### src/design/lltfm_pkg.sv
// Shared types and constants for the LED life-test fault monitor.
// Used by every module of the block; has no dependencies of its own.
package lltfm_pkg;

  // Default number of monitored channels.
  localparam int unsigned CHANNELS_DEF = 8;

  // Depth of the result queue in front of the output port.
  localparam int unsigned OUT_DEPTH = 4;

  // Field widths fixed by the interface.
  localparam int unsigned CH_W     = 3;
  localparam int unsigned SAMPLE_W = 12;
  localparam int unsigned CNT_W    = 8;
  localparam int unsigned TICK_W   = 24;
  localparam int unsigned CFG_W    = 24;

  // Register reset values.
  localparam logic [SAMPLE_W-1:0] THR_RESET       = 12'd1000;
  localparam logic [CNT_W-1:0]    MAX_OVER_RESET  = 8'd5;
  localparam logic [CNT_W-1:0]    MAX_FLUCT_RESET = 8'd5;
  localparam logic [TICK_W-1:0]   STEP0_RESET     = 24'd20;
  localparam logic [TICK_W-1:0]   STEP1_RESET     = 24'd2000;

  // Configuration register indexes.
  typedef enum logic [2:0] {
    REG_THR0      = 3'd0,
    REG_THR1      = 3'd1,
    REG_MAX_OVER  = 3'd2,
    REG_MAX_FLUCT = 3'd3,
    REG_STEP0     = 3'd4,
    REG_STEP1     = 3'd5
  } cfg_reg_t;

  // Input function codes.
  typedef enum logic {
    FUNC_SAMPLE = 1'b0,
    FUNC_BUTTON = 1'b1
  } func_t;

  // Alarm codes carried on the output.
  typedef enum logic [1:0] {
    ALM_RELEVANT     = 2'd0,
    ALM_NONREL_STEP1 = 2'd1,
    ALM_NONREL_STEP0 = 2'd2,
    ALM_ALL_FAILED   = 2'd3
  } alarm_code_t;

  // Fault state of one channel.
  typedef enum logic [1:0] {
    FK_NONE     = 2'd0,
    FK_RELEVANT = 2'd1,
    FK_NONREL   = 2'd2
  } fault_kind_t;

  // One entry of the per-channel state memory.
  typedef struct packed {
    logic [CNT_W-1:0] over_count;
    logic [CNT_W-1:0] fluct_count;
    fault_kind_t      fault_kind;
  } chan_entry_t;

  // One result beat.
  typedef struct packed {
    logic        alarm_valid;
    logic [2:0]  alarm_led;
    alarm_code_t alarm_code;
    logic        power_on;
    logic        running;
    logic        test_step;
    logic        last;
  } result_t;

  // Saturating increment of an 8-bit counter.
  function automatic logic [CNT_W-1:0] sat_inc(input logic [CNT_W-1:0] x);
    sat_inc = (x == {CNT_W{1'b1}}) ? x : x + CNT_W'(1);
  endfunction

endpackage

### src/design/lltfm_chan_mem.sv
// Per-channel state memory: over count, fluctuation count and fault kind.
// One read and one write port, registered read with write-first bypass.
// Depends on lltfm_pkg.
module lltfm_chan_mem #(
  parameter int unsigned CHANNELS = lltfm_pkg::CHANNELS_DEF,
  localparam int unsigned AW = (CHANNELS > 1) ? $clog2(CHANNELS) : 1
) (
  input  logic                   clk,
  input  logic                   rst,
  input  logic                   rd_en,
  input  logic [AW-1:0]          rd_addr,
  output lltfm_pkg::chan_entry_t rd_data,
  input  logic                   wr_en,
  input  logic [AW-1:0]          wr_addr,
  input  lltfm_pkg::chan_entry_t wr_data
);

  lltfm_pkg::chan_entry_t mem [CHANNELS];
  logic [CHANNELS-1:0]    written;

  // Storage write.
  always_ff @(posedge clk) begin
    if (wr_en) begin
      mem[wr_addr] <= wr_data;
    end
  end

  // Entries read as zero until first written.
  always_ff @(posedge clk) begin
    if (rst) begin
      written <= '0;
    end else if (wr_en) begin
      written[wr_addr] <= 1'b1;
    end
  end

  // Registered read; a write to the same entry in the same cycle wins.
  always_ff @(posedge clk) begin
    if (rd_en) begin
      if (wr_en && (wr_addr == rd_addr)) begin
        rd_data <= wr_data;
      end else if (written[rd_addr]) begin
        rd_data <= mem[rd_addr];
      end else begin
        rd_data <= '0;
      end
    end
  end

endmodule

### src/design/lltfm_out_fifo.sv
// Result queue: takes up to two result beats per cycle, releases one per cycle while dout_ready is high.
// The producer only pushes while at least two entries are free.
// Depends on lltfm_pkg.
module lltfm_out_fifo (
  input  logic               clk,
  input  logic               rst,
  input  logic               push0,
  input  logic               push1,
  input  lltfm_pkg::result_t din0,
  input  lltfm_pkg::result_t din1,
  output logic               room2,
  output logic               dout_valid,
  input  logic               dout_ready,
  output lltfm_pkg::result_t dout
);

  localparam int unsigned PW = $clog2(lltfm_pkg::OUT_DEPTH);
  localparam int unsigned CW = $clog2(lltfm_pkg::OUT_DEPTH + 1);

  lltfm_pkg::result_t q [lltfm_pkg::OUT_DEPTH];
  logic [PW-1:0] wr_ptr;
  logic [PW-1:0] rd_ptr;
  logic [CW-1:0] count;
  logic          pop;
  logic [CW-1:0] n_push;

  assign pop        = dout_valid && dout_ready;
  assign dout_valid = (count != '0);
  assign dout       = q[rd_ptr];
  assign room2      = (count <= CW'(lltfm_pkg::OUT_DEPTH - 2));
  assign n_push     = CW'(push0) + CW'(push1);

  // Entry writes.
  always_ff @(posedge clk) begin
    if (push0) begin
      q[wr_ptr] <= din0;
    end
    if (push1) begin
      q[wr_ptr + PW'(1)] <= din1;
    end
  end

  // Pointers and fill level.
  always_ff @(posedge clk) begin
    if (rst) begin
      wr_ptr <= '0;
      rd_ptr <= '0;
      count  <= '0;
    end else begin
      wr_ptr <= wr_ptr + PW'(n_push);
      if (pop) begin
        rd_ptr <= rd_ptr + PW'(1);
      end
      count <= count + n_push - CW'(pop);
    end
  end

  // The queue never overfills.
  a_no_overflow: assert property (@(posedge clk) disable iff (rst)
    count <= CW'(lltfm_pkg::OUT_DEPTH))
    else $error("result queue overflow");

  // Second push only together with the first.
  a_push_order: assert property (@(posedge clk) disable iff (rst)
    push1 |-> push0)
    else $error("second push without first");

  // Any push needs two free entries.
  a_push_room: assert property (@(posedge clk) disable iff (rst)
    push0 |-> room2)
    else $error("push without room");

endmodule

### src/design/led_life_test_fault_monitor.sv
// Top level of the LED life-test fault monitor: configuration registers,
// evaluation stage and global test state. Uses lltfm_chan_mem, lltfm_out_fifo
// and lltfm_pkg.
//
//   port group  dir  beat carries
//   in_*        in   func, channel, sample
//   cfg_*       in   cfg_index, cfg_data (register write)
//   out_*       out  alarm_valid, alarm_led, alarm_code, power_on, running,
//                    test_step, last
//
// An input beat is accepted every cycle unless the input stalls; it reads its
// channel's entry from the state memory at acceptance and is evaluated and
// written back as it leaves the evaluation stage. An item yields one or two
// result beats; a four-entry result queue absorbs output stalls, and input
// stalls only with fewer than two free queue entries. cfg_ready is always high.
// Synchronous reset clears all state at once; no clearing pass is needed.
module led_life_test_fault_monitor #(
  parameter int unsigned CHANNELS = lltfm_pkg::CHANNELS_DEF
) (
  input  logic                              clk,
  input  logic                              rst,
  input  logic                              in_valid,
  output logic                              in_ready,
  input  logic                              func,
  input  logic [lltfm_pkg::CH_W-1:0]        channel,
  input  logic [lltfm_pkg::SAMPLE_W-1:0]    sample,
  input  logic                              cfg_valid,
  output logic                              cfg_ready,
  input  logic [2:0]                        cfg_index,
  input  logic [lltfm_pkg::CFG_W-1:0]       cfg_data,
  output logic                              out_valid,
  input  logic                              out_ready,
  output logic                              alarm_valid,
  output logic [2:0]                        alarm_led,
  output logic [1:0]                        alarm_code,
  output logic                              power_on,
  output logic                              running,
  output logic                              test_step,
  output logic                              last
);

  localparam int unsigned AW = (CHANNELS > 1) ? $clog2(CHANNELS) : 1;
  localparam int unsigned FW = $clog2(CHANNELS + 1);
  localparam int unsigned CNT_W  = lltfm_pkg::CNT_W;
  localparam int unsigned TICK_W = lltfm_pkg::TICK_W;
  localparam int unsigned SMP_W  = lltfm_pkg::SAMPLE_W;

  // Configuration registers.
  logic [SMP_W-1:0]  thr0;
  logic [SMP_W-1:0]  thr1;
  logic [CNT_W-1:0]  max_over;
  logic [CNT_W-1:0]  max_fluct;
  logic [TICK_W-1:0] step0_ticks;
  logic [TICK_W-1:0] step1_ticks;

  assign cfg_ready = 1'b1;

  always_ff @(posedge clk) begin
    if (rst) begin
      thr0        <= lltfm_pkg::THR_RESET;
      thr1        <= lltfm_pkg::THR_RESET;
      max_over    <= lltfm_pkg::MAX_OVER_RESET;
      max_fluct   <= lltfm_pkg::MAX_FLUCT_RESET;
      step0_ticks <= lltfm_pkg::STEP0_RESET;
      step1_ticks <= lltfm_pkg::STEP1_RESET;
    end else if (cfg_valid && cfg_ready) begin
      unique case (lltfm_pkg::cfg_reg_t'(cfg_index))
        lltfm_pkg::REG_THR0:      thr0        <= cfg_data[SMP_W-1:0];
        lltfm_pkg::REG_THR1:      thr1        <= cfg_data[SMP_W-1:0];
        lltfm_pkg::REG_MAX_OVER:  max_over    <= cfg_data[CNT_W-1:0];
        lltfm_pkg::REG_MAX_FLUCT: max_fluct   <= cfg_data[CNT_W-1:0];
        lltfm_pkg::REG_STEP0:     step0_ticks <= cfg_data[TICK_W-1:0];
        lltfm_pkg::REG_STEP1:     step1_ticks <= cfg_data[TICK_W-1:0];
        default: ;
      endcase
    end
  end

  // Acceptance and memory read.
  logic in_fire;
  logic in_range;
  logic s1_valid;
  logic s1_adv;
  logic room2;

  assign in_fire  = in_valid && in_ready;
  assign in_range = ({1'b0, channel} < (lltfm_pkg::CH_W + 1)'(CHANNELS));
  assign s1_adv   = s1_valid && room2;
  assign in_ready = !s1_valid || s1_adv;

  // Evaluation stage registers.
  logic                     s1_func;
  logic [lltfm_pkg::CH_W-1:0] s1_ch;
  logic [SMP_W-1:0]         s1_sample;
  logic                     s1_in_range;

  always_ff @(posedge clk) begin
    if (rst) begin
      s1_valid <= 1'b0;
    end else if (in_ready) begin
      s1_valid <= in_valid;
    end
  end

  always_ff @(posedge clk) begin
    if (in_fire) begin
      s1_func     <= func;
      s1_ch       <= channel;
      s1_sample   <= sample;
      s1_in_range <= in_range;
    end
  end

  lltfm_pkg::chan_entry_t rd_entry;
  lltfm_pkg::chan_entry_t wr_entry;
  logic                   wr_en;

  lltfm_chan_mem #(
    .CHANNELS (CHANNELS)
  ) u_mem (
    .clk     (clk),
    .rst     (rst),
    .rd_en   (in_fire && in_range),
    .rd_addr (channel[AW-1:0]),
    .rd_data (rd_entry),
    .wr_en   (wr_en),
    .wr_addr (s1_ch[AW-1:0]),
    .wr_data (wr_entry)
  );

  // Global test state.
  logic              step_now,      step_now_next;
  logic [TICK_W-1:0] tick_count,    tick_count_next;
  logic              run_flag,      run_flag_next;
  logic              power_flag,    power_flag_next;
  logic              tick_active,   tick_active_next;
  logic              tick_counting, tick_counting_next;
  logic [FW-1:0]     failed,        failed_next;

  logic                  ch_alarm;
  logic [2:0]            ch_led;
  lltfm_pkg::alarm_code_t ch_code;
  logic                  fail_alarm;

  // Evaluation of one item against the global state and its channel entry.
  always_comb begin
    logic [SMP_W-1:0]  thr;
    logic [TICK_W-1:0] len;
    logic [CNT_W-1:0]  oc;
    logic [CNT_W-1:0]  fc;
    logic              over_fault;

    thr = step_now ? thr1 : thr0;
    len = step_now ? step1_ticks : step0_ticks;
    oc  = rd_entry.over_count;
    fc  = rd_entry.fluct_count;
    over_fault = 1'b0;

    step_now_next      = step_now;
    tick_count_next    = tick_count;
    run_flag_next      = run_flag;
    power_flag_next    = power_flag;
    tick_active_next   = tick_active;
    tick_counting_next = tick_counting;
    failed_next        = failed;
    wr_en              = 1'b0;
    wr_entry           = rd_entry;
    ch_alarm           = 1'b0;
    ch_led             = s1_ch;
    ch_code            = lltfm_pkg::ALM_RELEVANT;
    fail_alarm         = 1'b0;

    if (lltfm_pkg::func_t'(s1_func) == lltfm_pkg::FUNC_BUTTON) begin
      if (tick_count >= len) begin
        step_now_next   = !step_now;
        tick_count_next = '0;
      end
      run_flag_next   = 1'b1;
      power_flag_next = 1'b1;
    end else if (s1_in_range) begin
      // Channel 0 opens a tick.
      if (s1_ch == '0) begin
        if (run_flag) begin
          tick_active_next = 1'b1;
          if (tick_count < len) begin
            tick_count_next    = tick_count + TICK_W'(1);
            tick_counting_next = 1'b1;
          end else begin
            tick_counting_next = 1'b0;
            power_flag_next    = 1'b0;
            run_flag_next      = 1'b0;
          end
        end else begin
          tick_active_next   = 1'b0;
          tick_counting_next = 1'b0;
        end
      end

      if (tick_active_next) begin
        // Over and fluctuation counting for a healthy channel.
        if (tick_counting_next && (rd_entry.fault_kind == lltfm_pkg::FK_NONE)) begin
          wr_en = s1_adv;
          if (s1_sample > thr) begin
            oc = lltfm_pkg::sat_inc(oc);
            if (oc > max_over) begin
              over_fault = 1'b1;
              wr_entry.fault_kind = step_now ? lltfm_pkg::FK_RELEVANT
                                             : lltfm_pkg::FK_NONREL;
              ch_alarm = 1'b1;
              ch_code  = step_now ? lltfm_pkg::ALM_RELEVANT
                                  : lltfm_pkg::ALM_NONREL_STEP0;
            end
          end else if (step_now && (oc != '0)) begin
            fc = lltfm_pkg::sat_inc(fc);
            oc = '0;
          end
          if (!over_fault && step_now && (fc > max_fluct)) begin
            wr_entry.fault_kind = lltfm_pkg::FK_NONREL;
            ch_alarm = 1'b1;
            ch_code  = lltfm_pkg::ALM_NONREL_STEP1;
          end
          wr_entry.over_count  = oc;
          wr_entry.fluct_count = fc;
          if (ch_alarm) begin
            failed_next = failed + FW'(1);
          end
        end

        // Last channel closes the tick.
        if (s1_ch == lltfm_pkg::CH_W'(CHANNELS - 1)) begin
          fail_alarm         = (failed_next == FW'(CHANNELS));
          tick_active_next   = 1'b0;
          tick_counting_next = 1'b0;
        end
      end

      if (ch_alarm || fail_alarm) begin
        run_flag_next   = 1'b0;
        power_flag_next = 1'b0;
      end
    end
  end

  always_ff @(posedge clk) begin
    if (rst) begin
      step_now      <= 1'b0;
      tick_count    <= '0;
      run_flag      <= 1'b0;
      power_flag    <= 1'b0;
      tick_active   <= 1'b0;
      tick_counting <= 1'b0;
      failed        <= '0;
    end else if (s1_adv) begin
      step_now      <= step_now_next;
      tick_count    <= tick_count_next;
      run_flag      <= run_flag_next;
      power_flag    <= power_flag_next;
      tick_active   <= tick_active_next;
      tick_counting <= tick_counting_next;
      failed        <= failed_next;
    end
  end

  // Result beats of the item.
  lltfm_pkg::result_t res0;
  lltfm_pkg::result_t res1;

  always_comb begin
    res0 = '0;
    res1 = '0;
    res0.power_on  = power_flag_next;
    res0.running   = run_flag_next;
    res0.test_step = step_now_next;
    res1.power_on  = power_flag_next;
    res1.running   = run_flag_next;
    res1.test_step = step_now_next;
    res1.alarm_valid = 1'b1;
    res1.alarm_code  = lltfm_pkg::ALM_ALL_FAILED;
    res1.last        = 1'b1;
    if (ch_alarm) begin
      res0.alarm_valid = 1'b1;
      res0.alarm_led   = ch_led;
      res0.alarm_code  = ch_code;
      res0.last        = !fail_alarm;
    end else if (fail_alarm) begin
      res0.alarm_valid = 1'b1;
      res0.alarm_code  = lltfm_pkg::ALM_ALL_FAILED;
      res0.last        = 1'b1;
    end else begin
      res0.last = 1'b1;
    end
  end

  lltfm_pkg::result_t dout;

  lltfm_out_fifo u_fifo (
    .clk        (clk),
    .rst        (rst),
    .push0      (s1_adv),
    .push1      (s1_adv && ch_alarm && fail_alarm),
    .din0       (res0),
    .din1       (res1),
    .room2      (room2),
    .dout_valid (out_valid),
    .dout_ready (out_ready),
    .dout       (dout)
  );

  assign alarm_valid = dout.alarm_valid;
  assign alarm_led   = dout.alarm_led;
  assign alarm_code  = dout.alarm_code;
  assign power_on    = dout.power_on;
  assign running     = dout.running;
  assign test_step   = dout.test_step;
  assign last        = dout.last;

  // Failed-channel count never exceeds the channel count.
  a_failed_bound: assert property (@(posedge clk) disable iff (rst)
    failed <= FW'(CHANNELS))
    else $error("failed channel count out of range");

  // Any alarm stops the run on the following cycle.
  a_alarm_stops: assert property (@(posedge clk) disable iff (rst)
    (s1_adv && (ch_alarm || fail_alarm)) |=> (!run_flag && !power_flag))
    else $error("alarm did not stop the run");

  // Input is held back only while an item waits in evaluation.
  a_stall_cause: assert property (@(posedge clk) disable iff (rst)
    !in_ready |-> (s1_valid && !room2))
    else $error("input stalled without cause");

  // A channel alarm is always a freshly written fault.
  a_alarm_writes: assert property (@(posedge clk) disable iff (rst)
    (s1_adv && ch_alarm) |-> (wr_en && (wr_entry.fault_kind != lltfm_pkg::FK_NONE)))
    else $error("channel alarm without fault write");

endmodule

### config.mk
export PLATFORM = sky130hd
export DESIGN_NAME = led_life_test_fault_monitor
export DESIGN_NICKNAME = d
export VERILOG_FILES = /design/src/design/lltfm_pkg.sv /design/src/design/lltfm_chan_mem.sv /design/src/design/lltfm_out_fifo.sv /design/src/design/led_life_test_fault_monitor.sv
export SDC_FILE = /design/constraint.sdc
export NUM_CORES = 1
export LEC_CHECK = 0
export BUFFER_PORTS_ARGS = -buffer_cell sky130_fd_sc_hd__buf_2
export CAP_MARGIN = 20
export CORE_MARGIN = 2
export CORE_UTILIZATION = 35
export DETAILED_ROUTE_END_ITERATION = 10
export PLACE_DENSITY = 0.6
export SLEW_MARGIN = 5
export SYNTH_ARGS = -nofsm -noshare
export SYNTH_HDL_FRONTEND = slang
export SYNTH_HIERARCHICAL = 1
export SYNTH_SLANG_ARGS = --single-unit
### constraint.sdc
create_clock -name clk -period 13.4 [get_ports clk]
set_input_delay 3.35 -clock clk [delete_from_list [all_inputs] [get_ports clk]]
set_output_delay 3.35 -clock clk [all_outputs]
set_load 0.02 [all_outputs]
==> results by stage, run 1 <==
Synthesis:
- Dividing the synthesized area by the synthesized cell count gives between 10 and 15 sq um.
- The mapped netlist covers 0.01697 sq mm.
- In this run the biggest area consumer among cell types represents about two fifths of the synthesized area.
- The dominant synthesized flop cell is edfxtp_1.
- Sorting the synthesized cells by how often they occur yields nand2_1, edfxtp_1, dfxtp_1, a21oi_1, nor2_1.
- The number of enable-type register cells in the synthesized netlist is roughly 220.
- Counting flops and latches in the post-synthesis netlist gives 357.
- Counting flops with an async set or reset pin after synthesis yields a share of 0%.
- The most common cell in the netlist is nand2_1.
- The count of different cell masters after synthesis is 88.
- Yosys attributes the largest share of cell area to edfxtp_1, dfxtp_1, mux4_2.
- In the synthesized netlist, the number of instances is between 1000 and 1500.
- The largest area contributor in the netlist is edfxtp_1.
- After synthesis, flip-flops and latches occupy a little over half of the total area.
- For this run, the number of Yosys warnings is 6.

Critical path:
- Tracing the worst setup path back leads to its startpoint at step_now$_SDFFE_PP0P_.
- The slowest stage of the critical path is the o41a_1 cell.
- The worst setup path is of the reg -> reg kind.
- The capture point of the critical path is u_fifo/count[2]$_SDFF_PP0_.
- The critical path arrival is 7600 ps.
- The critical path goes through mux2i_1, ha_1, a21oi_1, o21ai_0, o41a_1, a311oi_4, mux2_2, ha_1, nor2b_1, o211ai_1, a21oi_1, o31ai_1, o21ai_2, a2111oi_0, a311o_1, and3_1, ha_1, inv_1, ha_1, inv_1, ha_1, fa_1, xnor3_1, nor2_1.
- In this run the critical register-to-register path is launched from step_now$_SDFFE_PP0P_.
- The largest fanout of any net on the critical path is 15.
- Counting cells, the worst reg-to-reg path comes to 24.
- In this design, the stage delay of the slowest critical-path cell is slightly above 600 ps.
- In this run the critical register-to-register path is captured at u_fifo/count[2]$_SDFF_PP0_.
- The required time of the critical path is ~14000 ps.
- The startpoint kind of the worst setup timing path is a flip-flop.
- The dominant cell type by count on the critical path is ha_1.
- The type of element capturing the critical path is a flip-flop.
- The setup check on the worst reg-to-reg path leaves a slack of 6270 ps.

Finish:
- The filler cells instantiated in the layout total around 4500.
- At the end of the flow, the number of nets in the layout was 1603.
- The area added between synthesis and finish is 14.31%.
- The number of antenna diodes in the final layout is 0.
- Across the whole layout, storage elements account for slightly above 0.009 sq mm.
- In the final layout, the share of cells above drive strength 1 is a little under a fifth.
- In the final layout, the multi-input gates occupy ~0.0073 sq mm.
- Once layout is done, the placed cells without fillers occupy 0.01940 sq mm.

Timing:
- Setup repair after global routing left no endpoint under its margin.
- The count of endpoints failing hold in the final timing report was 0.
- At the pin with the least slew margin, the transition time is 1105 ps.
- The number of pins with negative max-slew slack in the final report is 0.
- The worst setup skew after layout is 21.51 ps.
- The worst slew margin relative to its limit is around 26%.
- Setup violations remaining at the end of the flow were counted as 0.
- The minimum clock period is 7125 ps.
- Static timing analysis puts the maximum clock frequency at approximately 0.14 GHz.
- The share of the cycle needed by the critical path after routing is a little over half.
- In the final timing run, aggregate negative setup slack is 0 ps.

Worst hold path:
- In this run the worst hold path is classified as reg -> reg.

Clock tree:
- The number of sinks on the clock net is between 300 and 400.
- The later-pin clock latency in the skew report is around 550 ps.
- The number of setup buffers added after CTS is 0.
- The count of hold-fix buffers inserted at cts is 0.
- The clock passes through at most 3 buffers.
- The number of clock buffers added by TritonCTS is 39.
- The clock tree from TritonCTS is yes.
- The H-tree was split into 2 levels.
- The clock tree root driver cell is clkbuf_16.
- The post-cts repair resize count is 0.
- The CTS clock-pin slew for the worst setup and hold paths is around 60 ps.

Floorplan:
- The full die area is between 0.05 and 0.06 sq mm.
- The die boundary width is 224.2 um.
- After floorplanning, the core was divided into 80 placement rows.
- The floorplan step defined a core boundary enclosing approximately 0.048 sq mm.
- From bottom edge to top edge, the die measures approximately 220 um.
- The number of top-level design ports is between 60 and 70.
- The starting density of the core is 35.47%.

Power and ir drop:
- In this run the power density over the cells is between 100 and 150 mW/mm^2.
- The leakage component of the power is between 6 and 7 nW.
- IR analysis of the VDD net gives a maximum drop of just over 0.06 mV.

Routing:
- The detail route stage leaves a number of antenna-violating nets equal to 0.
- In the final routed layout, each cell accounts on average for ~18 um.
- The number of design-rule violations left by the first detailed-router iteration is between 700 and 800.
- The first TritonRoute pass finished after 5 iterations.
- The routed design has 37.93 mm of wire.
- Using the TritonRoute via totals, the vias-per-cell ratio works out to between 5 and 6.
- The detailed-route via count is around 11000.
- For this run, design rule violations remaining after detail routing come to 0.

Place:
- The instance area after placement is between 0.015 and 0.02 sq mm.
- The half-perimeter wire length of the detailed placement result is about 25 mm.
- The number of buffer cells added on primary ports is 59.
- At the end of routability-driven placement, the weighted congestion stood at around 0.79.

Global routing:
- Entering global routing, the biggest net connects 100 pins.
- Global routing used ~15% of the available tracks across all layers.
- The leftover overflow at the end of global routing is 0.
- The via count of the first global-routing pass came to roughly 11000.
- The wire length of the first global-routing pass is roughly 60 mm.
- The initial antenna violation count was 0.

Job:
- Max-cap violations in this run came to 0.

Status:
- The flow ran to the end, and the final reports show no timing, DRC or antenna violations.
## worst min path at each step
stage                                        startpoint                       endpoint  slack, ps  depth (start not counted)
after global routing       step0_ticks[12]$_SDFFE_PP0P_   step0_ticks[12]$_SDFFE_PP0P_        470                          2
after detailed placement   step0_ticks[22]$_SDFFE_PP0P_   step0_ticks[22]$_SDFFE_PP0P_        450                          2
final                       step0_ticks[3]$_SDFFE_PP0P_    step0_ticks[3]$_SDFFE_PP0P_        450                          2
after floorplan           u_mem/written[0]$_SDFFE_PP0P_  u_mem/written[0]$_SDFFE_PP0P_        430                          2
after CTS                  step0_ticks[22]$_SDFFE_PP0P_   step0_ticks[22]$_SDFFE_PP0P_        450                          2
after global placement      step0_ticks[6]$_SDFFE_PP0P_    step0_ticks[6]$_SDFFE_PP0P_        440                          2
## cells by family after synthesis
family                     count (synthesis)  share of synthesized area (%)
AOI/OAI and AO/OA                        214                          8.308
xor gates and xnor gates                  29                          1.659
adders and majority gates                 63                          4.689
buffers and inverters                    104                          2.823
DFF                                      357                          54.96
muxes                                    160                          13.90
other                                      2                        0.04425
and+or+nand+nor                          483                          13.61
## state kept, by name (all words and copies together), names as in the netlist, 2 cells and up, named ones only
| register | cells |
|---|---|
| ch_led | 3 |
| failed | 4 |
| max_fluct | 8 |
| max_over | 8 |
| s1_sample | 12 |
| step0_ticks | 24 |
| step1_ticks | 24 |
| thr0 | 12 |
| thr1 | 12 |
| tick_count | 24 |
| u_fifo/count | 3 |
| u_fifo/q | 40 |
| u_fifo/rd_ptr | 2 |
| u_fifo/wr_ptr | 2 |
| u_mem/mem | 144 |
| u_mem/rd_data | 18 |
| u_mem/written | 8 |
## cell usage in the layout, fill, tap and decap left out, drive strengths merged, types with 6 or more instances in the layout
cell and n:
buf 74, clkinv 11, o21ai 46, inv 39, or3 10, nand4 24
ha 62, edfxtp 218, and3 20, bufinv 10, nor2b 17, nand3b 27
mux2i 61, xor2 8, xnor2 19, nand3 32, clkbuf 50, or4 8
nor2 77, mux4 47, nand2 227, a21oi 102, a211oi 6, mux2 52
nor3 13, nand2b 11, dfxtp 139, o211ai 11, conb 29
## stage by stage
step / utilization, % / cells / hold WS (ps) / setup WS, ps / total power, mW
floorplan: - / 1439 / 432.3 / 6768 / 1.446
global placement: 37.46 / 2062 / 440.6 / 6517 / 1.520
detailed placement: 37.46 / 2062 / 445.6 / 6334 / 1.526
CTS: 40.46 / 2132 / 453.6 / 6307 / 2.722
global route: 40.55 / 2136 / 469.7 / 5716 / 2.797
finish: 40.55 / 2136 / 451.6 / 6275 / 2.692
## worst max-delay path, delay by kind of cell (launching register included)
family	cells	cell delay, ps
AOI/OAI and AO/OA	10	3280
adders and majority gates	6	1600
muxes	2	650
DFF	1	560
and+or+nand+nor	3	540
xor gates and xnor gates	1	330
buffers and inverters	2	90
## layer usage
layer	vias to the layer above	global-route usage, %	routed length (um)
met4	0	4.871	919
met1	5408	18.96	16390
li1	5344	-	-
met2	201	27.02	19120
met3	67	2.665	1494
met5	-	0	0
## power breakdown
group          internal [mW]  switching [mW]  leakage (nW)
Sequential              1.21          0.0349          3.14
Combinational          0.110           0.148          3.14
Clock                  0.760           0.430         0.699
## final cells by class
cell class                      count  area share (%)
Sequential cell                   357           48.09
Multi-Input combinational cell    978           37.51
Clock buffer                       48           5.527
Tap cell                          615           3.966
Timing Repair Buffer               76           2.270
Clock inverter                     22           1.864
Inverter                           40          0.7739
No activity file was read; power rests on OpenSTA's default activity.
==> inputs of run 2 (changes only) <==
==> constraint.sdc (replaced) <==
create_clock -name clk -period 7.05 [get_ports clk]
set_input_delay 1.7625 -clock clk [delete_from_list [all_inputs] [get_ports clk]]
set_output_delay 1.7625 -clock clk [all_outputs]
set_load 0.02 [all_outputs]
==> run 2 against run 1 <==
  * Final area increased by 0.33%
  * Power increased by 89%
  * Cell count up 0.56%
  * Worst setup slack worse by 5800 ps
  * Utilization up 0.13 points
  * Critical path depth rose by 1
  * Largest power group unchanged
  * Highest routed layer unchanged
==> results by stage, run 2 (synthesis gave the netlist of run 1 again) <==
Status:
- The flow ran to the end, and the final reports show no timing, DRC or antenna violations.

Global routing:
- The met1 track demand over resource is 19.15% (+0.19 points).
- The pin count of the biggest net entering global routing is 70 (-30%).
- The leftover overflow at the end of global routing came to 0 (unchanged).
- The wire length of the first global-routing pass is 61.51 mm (+1.9%).
- The met2 track demand over resource is 27.84% (+0.82 points).
- The layer with the highest usage is met2.
- The via count of the first global-routing pass is 11350 (+2.9%).
- The initial antenna violation count is 0 (unchanged).
- The aggregate global-route resource usage came to 15.55% (+0.28 points).
- The met3 track demand over resource in global routing came to 2.338% (-0.33 points).

Timing:
- The worst setup skew after layout is 31.26 ps (+9.752 ps).
- The worst slew margin relative to its limit came to 28.24% (+2.4 points).
- The top achievable clock speed is 0.1527 GHz (+8.8%).
- The actual slew at the worst max-slew pin is 1065 ps (-39.74 ps).
- The minimum clock period came to 6551 ps (-574.6 ps).
- Setup repair after global routing left no endpoint under its margin.
- The share of the cycle needed by the critical path after routing was 92.92% (+40 points).
- The count of endpoints failing hold in the final timing report is 0 (unchanged).
- The number of pins with negative max-slew slack in the final report was 0 (unchanged).
- The sum of negative setup slack is 0 ps (unchanged).
- The final count of negative-setup-slack endpoints was 0 (unchanged).

Clock tree:
- The count of hold-fix buffers inserted at cts is 0 (unchanged).
- The CTS clock-pin slew for the worst setup and hold paths is 60 ps (about the same).
- The number of sinks on the clock net is 357 (unchanged).
- The later-pin clock latency in the skew report is 560 ps (about the same).
- The number of buffers between clock root and the deepest sink was 3 (unchanged).
- The number of levels in the clock H-tree is 2 (unchanged).
- TritonCTS built the clock tree.
- The clock tree root driver cell is clkbuf_16.
- The TritonCTS buffer count is 40 (+2.6%).

Finish:
- The area growth from synthesis to layout is 14.68%.
- The largest register by flop count is u_mem/mem.
- The largest registers in the layout are u_mem/mem: 144 flops, u_fifo/q: 40 flops.
- The ratio of cells with drive above 1 in the final layout is 18.40% (+0.38 points).
- The number of flip-flops in the largest register is 144 (unchanged).
- The number of fill cells is 4481 (-0.13%).
- The number of diodes added for antenna fixing came to 0 (unchanged).
- The net total in the final layout is 1612 (+0.56%).
- The library cell used most frequently in the layout, excluding fill and tap cells, is nand2_1.
- Leaving out fill and tap cells, the most frequent cells in the layout are nand2_1, edfxtp_1, dfxtp_1, a21oi_1, nor2_1.

Floorplan:
- The number of cell rows came to 80 (unchanged).
- The die boundary height is 224.2 um (unchanged).
- The starting density of the core was 35.47% (unchanged).
- The area of the core came to 0.04785 sq mm (unchanged).
- The die boundary width came to 224.2 um (unchanged).
- The full die area is 0.05027 sq mm (unchanged).
- The number of top-level design ports is 61 (unchanged).

Critical path:
- The worst setup path is of the reg -> reg kind.
- The largest fanout of any net on the critical path is 15 (unchanged).
- The cell with the biggest individual delay on the critical path is o41a_1.
- The worst reg-to-reg path cell count is 25 (+4.2%).
- The startpoint kind of the worst setup timing path is a flip-flop.
- The required time of the critical path is 7520 ps (-6350 ps).
- The maximum cell stage delay along the critical path is 600 ps (about the same).
- The critical path arrival is 7020 ps (-580 ps).
- The dominant cell type by count on the critical path is ha_1.
- STA classifies the critical path endpoint as a flip-flop.

Routing:
- The detailed-route via count is 11100 (+0.76%).
- The detail-routed net length per standard cell is 17.89 um (+0.76%).
- The detailed-route wire length is 38.43 mm (+1.3%).
- The number of design-rule violations left by the first detailed-router iteration is 661 (-15%).
- The number of search-and-repair iterations in the first detailed-routing pass is 5 (unchanged).
- The remaining number of nets flagged by the antenna check after routing is 0 (unchanged).
- The post-detailed-route DRC marker count came to 0 (unchanged).
- The average vias per placed instance is 5.169 (+0.20%).

Place:
- The weighted congestion at the end of routability-driven global placement was 0.7979 (+1.4%).
- The number of buffer cells added on primary ports is 59 (unchanged).
- The half-perimeter wire length of the detailed placement result is 25.47 mm (+2.0%).

Power and ir drop:
- The maximum vdd drop is 0.1441 mV (+140%).
- The total power was 5.093 mW (+89%).
- The leakage component of the power came to 7.013 nW (+0.52%).
- The total power density per cell area is 261.6 mW/mm^2 (+89%).

Worst hold path:
- The type of the worst min-delay path is reg -> reg.
- The hold path depth is 2 (unchanged).

Job:
- The count of max-cap constraint violations is 0 (unchanged).
==> run 2: area by class of cell <==
| cell class | count | area [sq um] | share of cell area, % |
|---|---|---|---|
| Clock inverter | 18 | 252.7 | 1.298 |
| Sequential cell | 357 | 9333 | 47.95 |
| Multi-Input combinational cell | 978 | 7284 | 37.42 |
| Timing Repair Buffer | 84 | 500.5 | 2.571 |
| Inverter | 40 | 150.1 | 0.7714 |
| Tap cell | 615 | 769.5 | 3.953 |
| Clock buffer | 56 | 1175 | 6.036 |
==> run 2: path summary, 6_finish.rpt <==
path,start,end,slack [ps]
max reg2reg,step_now$_SDFFE_PP0P_,u_fifo/count[2]$_SDFF_PP0_,500
max,step_now$_SDFFE_PP0P_,u_fifo/count[2]$_SDFF_PP0_,500
min reg2reg,step0_ticks[10]$_SDFFE_PP0P_,step0_ticks[10]$_SDFFE_PP0P_,450
min,step0_ticks[10]$_SDFFE_PP0P_,step0_ticks[10]$_SDFFE_PP0P_,450
==> run 2: power by group <==
group	internal (mW)	switching, mW	leakage [nW]	total [mW]
combinational	0.211	0.285	3.18	0.496
clock	1.39	0.845	0.694	2.23
sequential	2.30	0.0678	3.14	2.36
==> run 2: what timing repair did <==
| action | CTS | global route |
|---|---|---|
| setup endpoints to repair | 0 | 8 |
| resized for setup | 0 | 4 |
| setup buffers | 0 | 0 |
==> run 2: metal layers <==
layer	vias up	part of all wire [%]
li1	5371	-
met1	5476	43
met2	193	51
met3	64	3.6
met4	0	2.6
met5	-	0
==> run 2: critical path, delay by kind of cell (launching register included) <==
| kind | cells | cell delay, ps |
|---|---|---|
| AO/OA/AOI/OAI | 9 | 2420 |
| adder cells (fa/ha/maj) | 6 | 1710 |
| AND/OR/NAND/NOR | 5 | 810 |
| multiplexers | 2 | 600 |
| flip-flops | 1 | 480 |
| XOR/XNOR | 1 | 340 |
| buffers and inverters | 2 | 90 |
==> run 2: per-stage QoR <==
step	worst slack [ps]	util, %	hold WS (ps)	cell area, sq um	instances
2_1_floorplan	417.5	-	432.3	17070	1439
3_3_place_gp	266.7	37.60	440.7	17990	2071
3_5_place_dp	86.62	37.60	445.6	17990	2071
4_1_cts	31.06	40.58	453.7	19420	2145
5_1_grt	66.27	40.68	469.5	19460	2148
6_report	499.5	40.68	451.9	19460	2148
